File: src/sv/ccud_pkg.sv
// Shared types, constants and calendar helper functions for the calendar clock.
// Used by ccud_ctrl, ccud_dp and calendar_clock_up_down.
`timescale 1ns / 1ps
`default_nettype none

package ccud_pkg;

    // command codes
    localparam logic [1:0] CMD_FWD  = 2'd0;
    localparam logic [1:0] CMD_BACK = 2'd1;
    localparam logic [1:0] CMD_LOAD = 2'd2;

    localparam int unsigned YEAR_MIN   = 1900;
    localparam int unsigned YEAR_MAX   = 2099;
    localparam int unsigned YEAR_SPAN  = YEAR_MAX - YEAR_MIN;
    localparam int unsigned YOFS_W     = $clog2(YEAR_SPAN + 1);
    localparam int unsigned SEC_PER_M  = 60;
    localparam int unsigned HRS_PER_D  = 24;
    localparam int unsigned DAYS_YEAR  = 365;
    localparam int unsigned DAYS_LEAP  = 366;
    localparam int unsigned DAYS_MAX   = DAYS_YEAR * YEAR_SPAN + DAYS_LEAP;

    // accumulator widths for each stage of the epoch product chain
    localparam int unsigned DAYS_W  = $clog2(DAYS_MAX + 1);
    localparam int unsigned HOURS_W = $clog2(DAYS_MAX * HRS_PER_D + 1);
    localparam int unsigned MINS_W  = $clog2(DAYS_MAX * HRS_PER_D * SEC_PER_M + 1);
    localparam int unsigned EPOCH_W = 33;

    typedef struct packed {
        logic [1:0]  command;
        logic [11:0] load_year;
        logic [3:0]  load_month;
        logic [4:0]  load_day;
        logic [4:0]  load_hour;
        logic [5:0]  load_minute;
        logic [5:0]  load_second;
    } t_in_item;

    typedef struct packed {
        logic [11:0]        out_year;
        logic [3:0]         out_month;
        logic [4:0]         out_day;
        logic [4:0]         out_hour;
        logic [5:0]         out_minute;
        logic [5:0]         out_second;
        logic [EPOCH_W-1:0] epoch_seconds;
    } t_out_item;

    // controller to datapath commands
    typedef struct packed {
        logic step;
        logic calc_days;
        logic calc_hours;
        logic calc_mins;
        logic out_load;
    } t_dp_cmd;

    // year given as offset from 1900; 1900 is not leap, 2000 is
    function automatic logic f_is_leap(input logic [YOFS_W-1:0] yofs);
        return (yofs[1:0] == 2'd0) && (yofs != '0);
    endfunction

    function automatic logic [4:0] f_days_in(input logic [3:0] month, input logic leap);
        logic [4:0] d;
        case (month)
            4'd2:                      d = leap ? 5'd29 : 5'd28;
            4'd4, 4'd6, 4'd9, 4'd11:   d = 5'd30;
            default:                   d = 5'd31;
        endcase
        return d;
    endfunction

    function automatic logic [8:0] f_days_before(input logic [3:0] month);
        logic [8:0] d;
        case (month)
            4'd2:    d = 9'd31;
            4'd3:    d = 9'd59;
            4'd4:    d = 9'd90;
            4'd5:    d = 9'd120;
            4'd6:    d = 9'd151;
            4'd7:    d = 9'd181;
            4'd8:    d = 9'd212;
            4'd9:    d = 9'd243;
            4'd10:   d = 9'd273;
            4'd11:   d = 9'd304;
            4'd12:   d = 9'd334;
            default: d = 9'd0;
        endcase
        return d;
    endfunction

endpackage

`default_nettype wire

File: src/sv/ccud_ctrl.sv
// Controller for the calendar clock: sequences the clock update and epoch stages,
// and owns the handshake on both channels. Depends on ccud_pkg.
`timescale 1ns / 1ps
`default_nettype none

module ccud_ctrl
    import ccud_pkg::*;
(
    input  wire logic    i_clk,
    input  wire logic    i_rst_n,
    input  wire logic    i_in_valid,
    output logic         o_in_ready,
    output logic         o_out_valid,
    input  wire logic    i_out_ready,
    output t_dp_cmd      o_cmd
);

    typedef enum logic [2:0] {
        S_IDLE,
        S_DAYS,
        S_HOURS,
        S_MINS,
        S_SECS
    } t_state;

    t_state r_state, n_state;
    logic   r_out_valid, n_out_valid;
    logic   w_out_free;

    assign w_out_free = !r_out_valid || i_out_ready;

    always_comb begin
        o_cmd            = '0;
        o_cmd.step       = (r_state == S_IDLE) && i_in_valid;
        o_cmd.calc_days  = (r_state == S_DAYS);
        o_cmd.calc_hours = (r_state == S_HOURS);
        o_cmd.calc_mins  = (r_state == S_MINS);
        o_cmd.out_load   = (r_state == S_SECS) && w_out_free;
    end

    always_comb begin
        n_state     = r_state;
        n_out_valid = r_out_valid;
        if (i_out_ready) begin
            n_out_valid = 1'b0;
        end
        case (r_state)
            S_IDLE: begin
                if (i_in_valid) begin
                    n_state = S_DAYS;
                end
            end
            S_DAYS:  n_state = S_HOURS;
            S_HOURS: n_state = S_MINS;
            S_MINS:  n_state = S_SECS;
            S_SECS: begin
                // hold the finished product until the output register frees up
                if (w_out_free) begin
                    n_state     = S_IDLE;
                    n_out_valid = 1'b1;
                end
            end
            default: n_state = S_IDLE;
        endcase
    end

    always_ff @(posedge i_clk) begin
        if (!i_rst_n) begin
            r_state     <= S_IDLE;
            r_out_valid <= 1'b0;
        end else begin
            r_state     <= n_state;
            r_out_valid <= n_out_valid;
        end
    end

    assign o_in_ready  = (r_state == S_IDLE);
    assign o_out_valid = r_out_valid;

endmodule

`default_nettype wire

File: src/sv/ccud_dp.sv
// Datapath for the calendar clock: clock fields, tick and load logic, the
// epoch-seconds product chain and the output register. Depends on ccud_pkg.
`timescale 1ns / 1ps
`default_nettype none

module ccud_dp
    import ccud_pkg::*;
(
    input  wire logic     i_clk,
    input  wire logic     i_rst_n,
    input  wire t_dp_cmd  i_cmd,
    input  wire t_in_item i_in_data,
    output t_out_item     o_out_data
);

    logic [YOFS_W-1:0]  r_yofs, n_yofs;
    logic [3:0]         r_month, n_month;
    logic [4:0]         r_day, n_day;
    logic [4:0]         r_hour, n_hour;
    logic [5:0]         r_min, n_min;
    logic [5:0]         r_sec, n_sec;
    logic [MINS_W-1:0]  r_acc;
    t_out_item          r_out;

    logic [YOFS_W-1:0]  w_prev_yofs;
    logic [3:0]         w_prev_month;
    logic [YOFS_W-1:0]  w_ld_yofs;
    logic [3:0]         w_ld_month;
    logic [4:0]         w_ld_dim;
    logic [4:0]         w_cur_dim;
    logic [DAYS_W-1:0]  w_days;
    logic [5:0]         w_leaps;
    logic [EPOCH_W-1:0] w_epoch;

    assign w_cur_dim = f_days_in(r_month, f_is_leap(r_yofs));

    // month and year before the first of the current month
    always_comb begin
        if (r_month > 4'd1) begin
            w_prev_month = r_month - 4'd1;
            w_prev_yofs  = r_yofs;
        end else begin
            w_prev_month = 4'd12;
            w_prev_yofs  = (r_yofs == '0) ? YOFS_W'(YEAR_SPAN) : r_yofs - 1'b1;
        end
    end

    // saturate the loaded year and month, then the day against that month
    always_comb begin
        if (i_in_data.load_year < 12'(YEAR_MIN)) begin
            w_ld_yofs = '0;
        end else if (i_in_data.load_year > 12'(YEAR_MAX)) begin
            w_ld_yofs = YOFS_W'(YEAR_SPAN);
        end else begin
            w_ld_yofs = YOFS_W'(i_in_data.load_year - 12'(YEAR_MIN));
        end
        if (i_in_data.load_month == 4'd0) begin
            w_ld_month = 4'd1;
        end else if (i_in_data.load_month > 4'd12) begin
            w_ld_month = 4'd12;
        end else begin
            w_ld_month = i_in_data.load_month;
        end
        w_ld_dim = f_days_in(w_ld_month, f_is_leap(w_ld_yofs));
    end

    always_comb begin
        n_yofs  = r_yofs;
        n_month = r_month;
        n_day   = r_day;
        n_hour  = r_hour;
        n_min   = r_min;
        n_sec   = r_sec;
        case (i_in_data.command)
            CMD_FWD: begin
                if (r_sec < 6'd59) begin
                    n_sec = r_sec + 6'd1;
                end else begin
                    n_sec = 6'd0;
                    if (r_min < 6'd59) begin
                        n_min = r_min + 6'd1;
                    end else begin
                        n_min = 6'd0;
                        if (r_hour < 5'd23) begin
                            n_hour = r_hour + 5'd1;
                        end else begin
                            n_hour = 5'd0;
                            if (r_day < w_cur_dim) begin
                                n_day = r_day + 5'd1;
                            end else begin
                                n_day = 5'd1;
                                if (r_month < 4'd12) begin
                                    n_month = r_month + 4'd1;
                                end else begin
                                    n_month = 4'd1;
                                    n_yofs  = (r_yofs == YOFS_W'(YEAR_SPAN)) ? '0
                                                                            : r_yofs + 1'b1;
                                end
                            end
                        end
                    end
                end
            end
            CMD_BACK: begin
                if (r_sec > 6'd0) begin
                    n_sec = r_sec - 6'd1;
                end else begin
                    n_sec = 6'd59;
                    if (r_min > 6'd0) begin
                        n_min = r_min - 6'd1;
                    end else begin
                        n_min = 6'd59;
                        if (r_hour > 5'd0) begin
                            n_hour = r_hour - 5'd1;
                        end else begin
                            n_hour = 5'd23;
                            if (r_day > 5'd1) begin
                                n_day = r_day - 5'd1;
                            end else begin
                                n_month = w_prev_month;
                                n_yofs  = w_prev_yofs;
                                n_day   = f_days_in(w_prev_month, f_is_leap(w_prev_yofs));
                            end
                        end
                    end
                end
            end
            CMD_LOAD: begin
                n_yofs  = w_ld_yofs;
                n_month = w_ld_month;
                if (i_in_data.load_day == 5'd0) begin
                    n_day = 5'd1;
                end else if (i_in_data.load_day > w_ld_dim) begin
                    n_day = w_ld_dim;
                end else begin
                    n_day = i_in_data.load_day;
                end
                n_hour = (i_in_data.load_hour > 5'd23) ? 5'd23 : i_in_data.load_hour;
                n_min  = (i_in_data.load_minute > 6'd59) ? 6'd59 : i_in_data.load_minute;
                n_sec  = (i_in_data.load_second > 6'd59) ? 6'd59 : i_in_data.load_second;
            end
            default: begin
                // unused code: leave the clock as it is
            end
        endcase
    end

    always_ff @(posedge i_clk) begin
        if (!i_rst_n) begin
            r_yofs  <= '0;
            r_month <= 4'd1;
            r_day   <= 5'd1;
            r_hour  <= 5'd0;
            r_min   <= 6'd0;
            r_sec   <= 6'd0;
        end else if (i_cmd.step) begin
            r_yofs  <= n_yofs;
            r_month <= n_month;
            r_day   <= n_day;
            r_hour  <= n_hour;
            r_min   <= n_min;
            r_sec   <= n_sec;
        end
    end

    // leap years from 1900 up to the year before the current one
    assign w_leaps = (r_yofs == '0) ? 6'd0 : 6'((r_yofs - 1'b1) >> 2);

    assign w_days = DAYS_W'(r_yofs) * DAYS_W'(DAYS_YEAR)
                  + DAYS_W'(w_leaps)
                  + DAYS_W'(f_days_before(r_month))
                  + DAYS_W'((r_month > 4'd2) && f_is_leap(r_yofs))
                  + DAYS_W'(r_day - 5'd1);

    assign w_epoch = EPOCH_W'(r_acc) * EPOCH_W'(SEC_PER_M) + EPOCH_W'(r_sec);

    // one multiply per cycle through a shared accumulator
    always_ff @(posedge i_clk) begin
        if (i_cmd.calc_days) begin
            r_acc <= MINS_W'(w_days);
        end else if (i_cmd.calc_hours) begin
            r_acc <= MINS_W'(HOURS_W'(r_acc[DAYS_W-1:0]) * HOURS_W'(HRS_PER_D)
                           + HOURS_W'(r_hour));
        end else if (i_cmd.calc_mins) begin
            r_acc <= MINS_W'(r_acc[HOURS_W-1:0]) * MINS_W'(SEC_PER_M) + MINS_W'(r_min);
        end
    end

    always_ff @(posedge i_clk) begin
        if (i_cmd.out_load) begin
            r_out.out_year      <= 12'(YEAR_MIN) + 12'(r_yofs);
            r_out.out_month     <= r_month;
            r_out.out_day       <= r_day;
            r_out.out_hour      <= r_hour;
            r_out.out_minute    <= r_min;
            r_out.out_second    <= r_sec;
            r_out.epoch_seconds <= w_epoch;
        end
    end

    assign o_out_data = r_out;

endmodule

`default_nettype wire

File: src/sv/calendar_clock_up_down.sv
// Calendar clock, top level: joins the controller and the datapath.
// Depends on ccud_pkg, ccud_ctrl and ccud_dp.
//
// Usage:
//   Input channel (i_in_valid / o_in_ready / i_in_data) carries one request:
//   tick forward, tick back, or load a full date and time (out-of-range load
//   fields are clamped). Output channel (o_out_valid / i_out_ready /
//   o_out_data) returns the clock after the request and the seconds since
//   1900-01-01 00:00:00.
//   The clock is updated in the accept cycle; the epoch value is then built
//   step by step in a shared accumulator (days, hours, minutes), and the
//   seconds are added as the result is written to the output register. A
//   new request is taken only once the last one has left the final stage.
//   The result sits in an output register, so the next request is taken
//   while a finished result still waits. If the receiver stalls longer, the
//   next result holds in the last stage and no further request is taken.
//   Reset (synchronous, active low) sets the clock to 1900-01-01 00:00:00
//   and empties the output register.
`timescale 1ns / 1ps
`default_nettype none

module calendar_clock_up_down
    import ccud_pkg::*;
(
    input  wire logic     i_clk,
    input  wire logic     i_rst_n,
    input  wire logic     i_in_valid,
    output logic          o_in_ready,
    input  wire t_in_item i_in_data,
    output logic          o_out_valid,
    input  wire logic     i_out_ready,
    output t_out_item     o_out_data
);

    t_dp_cmd w_cmd;

    ccud_ctrl u_ctrl (
        .i_clk       (i_clk),
        .i_rst_n     (i_rst_n),
        .i_in_valid  (i_in_valid),
        .o_in_ready  (o_in_ready),
        .o_out_valid (o_out_valid),
        .i_out_ready (i_out_ready),
        .o_cmd       (w_cmd)
    );

    ccud_dp u_dp (
        .i_clk      (i_clk),
        .i_rst_n    (i_rst_n),
        .i_cmd      (w_cmd),
        .i_in_data  (i_in_data),
        .o_out_data (o_out_data)
    );

endmodule

`default_nettype wire

File: config.mk
export PLATFORM = sky130hd
export DESIGN_NAME = calendar_clock_up_down
export DESIGN_NICKNAME = d
export VERILOG_FILES = /design/src/sv/ccud_pkg.sv /design/src/sv/ccud_ctrl.sv /design/src/sv/ccud_dp.sv /design/src/sv/calendar_clock_up_down.sv
export SDC_FILE = /design/constraint.sdc
export NUM_CORES = 1
export LEC_CHECK = 0
export BUFFER_PORTS_ARGS = -buffer_cell sky130_fd_sc_hd__buf_4
export CAP_MARGIN = 20
export CORE_ASPECT_RATIO = 1.2
export CORE_UTILIZATION = 50
export DETAILED_ROUTE_END_ITERATION = 8
export PLACE_DENSITY = 0.68
export SYNTH_ARGS = -nofsm -noshare
export SYNTH_HDL_FRONTEND = slang
export SYNTH_SLANG_ARGS = --single-unit
File: constraint.sdc
create_clock -name i_clk -period 11.4 [get_ports i_clk]
set_clock_uncertainty 0.2 [all_clocks]
set_input_delay 0.57 -clock i_clk [delete_from_list [all_inputs] [get_ports i_clk]]
set_output_delay 0.57 -clock i_clk [all_outputs]
set_load 0.05 [all_outputs]
==> results of run 1 <==
worst max-delay path: cells and delay by family (launching register included):
| kind | cells | cell delay [ns] |
|---|---|---|
| multiplexers | 1 | 0.09 |
| AND/OR/NAND/NOR | 4 | 0.91 |
| XOR/XNOR | 1 | 0.17 |
| flip-flops | 1 | 0.77 |
| adder cells (fa/ha/maj) | 8 | 2.40 |
| buffers and inverters | 6 | 0.46 |
| AO/OA/AOI/OAI | 7 | 1.15 |
cells by family (layout without fill, tap and decap cells):
group | after synthesis | in the layout | synth area share (%)
AND/OR/NAND/NOR | 509 | 509 | 16.3
AO/OA/AOI/OAI | 477 | 477 | 19.7
multiplexers | 13 | 13 | 0.821
adder cells (fa/ha/maj) | 273 | 273 | 25.7
buffers and inverters | 299 | 392 | 7.42
XOR/XNOR | 131 | 131 | 7.22
flip-flops | 143 | 143 | 22.8
layer usage:
layer	GRT usage, %	part of all wire, %	up-vias
met4	12.0	4.0	0
li1	-	-	6669
met1	28.4	40	6675
met5	0	0	-
met2	52.0	53	346
met3	2.94	3.0	103
worst paths after layout:
| path | start | endpoint | slack, ns | cells after the start |
|---|---|---|---|---|
| worst min-delay path | i_in_valid | u_ctrl.r_state[0] | 0.21 | 3 |
| worst max-delay path | u_dp.r_yofs[0] | u_dp.r_acc[16] | 4.94 | 27 |
| worst max register to register | u_dp.r_yofs[0] | u_dp.r_acc[16] | 4.94 | 27 |
| worst min register to register | u_dp.r_sec[1] | u_dp.o_out_data[1] | 0.33 | 0 |
cell type report:
cell class	count	area, um^2	share of cell area [%]
Clock buffer	23	553	3.06
Clock inverter	9	77.6	0.430
Inverter	236	886	4.91
Multi-Input combinational cell	1403	11400	63.0
Sequential cell	143	3720	20.6
Tap cell	407	509	2.82
Timing Repair Buffer	124	928	5.14
state kept, by name, summed over array words and instances, names as in the netlist, named ones only:
| name | cells |
|---|---|
| u_dp.r_day | 5 |
| u_ctrl.o_out_valid | 1 |
| u_dp.r_hour | 5 |
| u_dp.r_yofs | 8 |
| u_ctrl.r_state | 3 |
| u_dp.r_month | 4 |
| u_dp.r_sec | 6 |
| u_dp.o_out_data | 69 |
| u_dp.r_acc | 27 |
| u_dp.r_min | 6 |
through the flow:
step / setup slack, ns / hold WS [ns] / instances / utilization [%]
2_1_floorplan: 5.33 / 0.203 / 1845 / -
3_3_place_gp: 5.14 / 0.323 / 2312 / 54.2
3_5_place_dp: 5.02 / 0.326 / 2312 / 54.2
4_1_cts: 5.02 / 0.195 / 2344 / 56.1
5_1_grt: 4.48 / 0.222 / 2345 / 56.1
6_report: 4.94 / 0.208 / 2345 / 56.1
cells in the final DEF, fill, tap and decap left out, types with 11 or more instances in the layout:
master     count
inv_1        233
ha_1         168
nand2_1      126
buf_4        123
a21oi_1      119
nor2_1       106
o21ai_0      105
fa_1         104
edfxtp_1      86
xnor2_1       85
dfxtp_1       57
nor3_1        50
nand3_1       45
xor2_1        42
a21o_1        30
and3_1        28
a211oi_1      26
clkbuf_16     21
and2_1        16
a31oi_1       16
nor2b_1       16
o21a_1        15
or2_2         15
nand2b_1      14
o211ai_1      14
a22oi_1       14
o31ai_1       14
o22ai_1       12
a221oi_1      11
==> run metrics, run 1 <==
outcome=complete, no violations; Fin. Hold Viols=0; Setup Viol. Count Final=0; WL/cell=18.6 um; post-cts sizing count=0; first-pass iteration count of the detailed router=5; drt drc=0; Post-CTS Setup Bufs=0; yosys warns=0; Via density=around 6; clock period minus worst slack=approximately 6.5 ns; post-DP HPWL=between 30000 and 40000 um; post-synth top area cell=edfxtp_1; Clock Path Buffers=2; Post-synth EDFFs=86; Iter 0 DRT Violations=just over 800; H-tree depth reported by CTS=4; final setup TNS=0 ns; worst-margin pin slew=between 0.9 and 1 ns; Area Growth Syn to Fin=10.7%; fin nets=about 2200; hold_buf cts=0; largest net degree at the start of global routing=42; Synth top area share=between 10% and 20%; CP arrival=6.41 ns; Fillers=about 2900; first-pass GRT wire length=69800 um; CTS tree=yes; Die Ht=roughly 200 um; crit-path max cell delay=between 0.7 and 0.8 ns; Placeable Area=32200 um^2; post-route design area=18100 um^2; max cap viols=0; global route overflow=0; final worst-path cycle share=a little under three fifths; Final Max Tran Viols=0; vias in the first global route=13853; Unique masters post-synth=approximately 110; CP Launch Type=flop; Synth Area per Inst=8.84 um^2; Worst path slowest cell=dfxtp_1; slew margin rel.=34.6%; initial antenna violation count=0; die width=around 170 um; ratio of cells with drive above 1 in the final layout=roughly an eighth; leading register cell type out of synthesis=edfxtp_1; final wirelength=43600 um; DP Area=17400 um^2; Reg clk slew, reported paths=roughly 0.070 ns; RSZ-0062 raised after global routing=false; top cells by count, synth=inv_1 (233), ha_1 (168), nand2_1 (126), a21oi_1 (119), nor2_1 (107); HP Class=in -> reg; Max Freq=155 MHz; FF+latch count, synth=roughly 140; worst skew pair latency=0.44 ns; antenna cells=0; Async SR Flop Fraction=0%; root buffer cell=clkbuf_16; Worst setup EP type=flop; Core Rows=slightly above 70; Initial Util=50.7%; Cells after Synth=approximately 1800; required time of the critical path=around 11 ns; CTS Sinks=around 140; critical path fanouts, max=15; register area share after synthesis=a little under a quarter; boundary pin count=between 100 and 150; Detail Route Antenna Nets=0; top post-synthesis cells by area=edfxtp_1 (16%), ha_1 (13%), fa_1 (13%); Syn Nets=approximately 2200; Final Wtd Congestion=roughly 0.96; CTS Buf Count=17; CP Class=reg -> reg; I/O Buffers=between 100 and 150; gr usage total=a little over a quarter; CP most frequent cell=inv_1; Mapped Area=roughly 16000 um^2; cell with the most instances after synthesis=inv_1; full die area=around 33000 um^2; DR vias=about 14000
Power of run 1 is not shown: default switching activity piles up to over one toggle a cycle in this logic, so the estimate is an artifact.
==> inputs of run 2 (changes only) <==
Clock period 11.4 ns to 6.2 ns, I/O delays scaled along.
==> run 2 against run 1 <==
- register-to-register slack lost 4.6 ns
- maximum frequency is 11% higher
- utilization grew 0.42 points
- via count increased by 1.1%
- global-route usage rose by 0.088 points
- critical path type unchanged
==> run metrics, run 2 (synthesis results as in run 1) <==
full die area=33300 um^2 (unchanged); Placeable Area=32200 um^2 (unchanged); gr usage total=26.6% (+0.088 points); Reg clk slew, reported paths=0.07 ns (about the same); CTS Buf Count=17 (unchanged); Initial Util=50.7% (unchanged); Via density=5.89 (+0.16%); CTS tree=yes; Setup Viol. Count Final=0 (unchanged); Die Ht=200 um (unchanged); WL/cell=18.4 um (-0.72%); first-pass GRT wire length=70500 um (+1.1%); vias in the first global route=14079 (+1.6%); final worst-path cycle share=94.2% (+38 points); Core Rows=72 (unchanged); worst skew pair latency=0.44 ns (about the same); CP Launch Type=flop; max reg flops=69 (unchanged); Final Wtd Congestion=0.928 (-3.1%); Final Util=56.6% (+0.42 points); Iter 0 DRT Violations=803 (-2.8%); HP Class=in -> reg; Fillers=2948 (-0.034%); Final Non-Filler Cells=2367 (+0.94%); CP Class=reg -> reg; critical path fanouts, max=9 (-6); Final Max Tran Viols=0 (unchanged); placed instance count=2332 (+0.87%); slew margin rel.=39.5% (+4.9 points); worst-margin pin slew=0.907 ns (-0.0644 ns); Fin. Hold Viols=0 (unchanged); max cap viols=0 (unchanged); root buffer cell=clkbuf_16; global route overflow=0 (unchanged); DR vias=13944 (+1.1%); post-DP HPWL=34700 um (+0.51%); H-tree depth reported by CTS=4 (unchanged); Detail Route Antenna Nets=0 (unchanged); final setup TNS=0 ns (unchanged); outcome=complete, no violations; ratio of cells with drive above 1 in the final layout=12.8% (+1.0 points); commonest non-fill, non-tap cell in the layout=inv_1; reg-to-reg slack, setup=0.36 ns (-4.58 ns); I/O Buffers=116 (unchanged); fin nets=2263 (+0.98%); initial antenna violation count=0 (unchanged); RSZ-0062 raised after global routing=false; CP arrival=5.78 ns (-0.63 ns); clock period minus worst slack=5.84 ns (-0.618 ns); Clock Path Buffers=2 (unchanged); most frequent cells in the layout=inv_1 (233), ha_1 (166), buf_4 (144); largest net degree at the start of global routing=42 (unchanged); die width=167 um (unchanged); boundary pin count=117 (unchanged); drt drc=0 (unchanged); Worst setup EP type=flop; first-pass iteration count of the detailed router=7 (+2); required time of the critical path=6.14 ns (-5.21 ns); CTS Sinks=143 (unchanged); antenna cells=0 (unchanged); Area Growth Syn to Fin=11.6%; final wirelength=43700 um (+0.21%); Max Freq=171 MHz (+11%)
[run 2: path summary, 6_finish.rpt]
| path | from | endpoint | depth (start not counted) |
|---|---|---|---|
| worst max-delay path | u_dp.r_day[2] | u_dp.r_acc[15] | 21 |
| worst min-delay path | i_out_ready | u_ctrl.r_state[2] | 4 |
| worst max register to register | u_dp.r_day[2] | u_dp.r_acc[15] | 21 |
| worst min register to register | u_dp.r_sec[1] | u_dp.o_out_data[1] | 0 |
[run 2: metal layers]
layer | wire (um) | global-route usage (%) | up-vias | part of all wire, %
met2 | 23000 | 51.0 | 390 | 53
li1 | - | - | 6722 | -
met4 | 2020 | 13.6 | 0 | 4.6
met1 | 17100 | 28.6 | 6718 | 39
met5 | 0 | 0 | - | 0
met3 | 1510 | 3.41 | 114 | 3.5
[run 2: cell type report]
cell class,count,area (um^2),share of cell area (%)
Clock buffer,21,483,2.66
Clock inverter,11,73.8,0.406
Inverter,236,886,4.87
Multi-Input combinational cell,1403,11400,62.7
Sequential cell,143,3720,20.5
Tap cell,407,509,2.80
Timing Repair Buffer,146,1100,6.05
[run 2: critical path: stages, from the launching register on]
cell	delay, ns
dfxtp_1	0.31
buf_4	0.17
nor3_1	0.18
xor2_1	0.37
fa_1	0.49
ha_1	0.31
ha_1	0.28
inv_1	0.05
fa_1	0.50
fa_1	0.60
inv_1	0.06
ha_1	0.29
a21o_1	0.18
a21oi_1	0.23
nor2b_1	0.07
o21ai_0	0.22
a21oi_1	0.13
a41oi_1	0.32
a21oi_1	0.15
a31oi_1	0.21
xor2_1	0.15
o21ai_0	0.08
[run 2: what timing repair did]
item | CTS | global route
setup endpoints to repair | 0 | 3
buffers inserted | 0 | 1
hold endpoints to repair | 2 | 0
hold buffers | 2 | 0
resized for setup | 0 | 8
[run 2: through the flow]
stage / setup slack, ns / hold WS, ns / cell area [um^2]
global route: 0.0328 / 0.0382 / 18200
finish: 0.361 / 0.0391 / 18200
floorplan: 0.130 / 0.203 / 16300
global placement: 0.282 / 0.306 / 17600
detailed placement: 0.147 / 0.313 / 17600
CTS: 0.120 / 0.0268 / 18100
Power of run 2 is left out for the same reason.
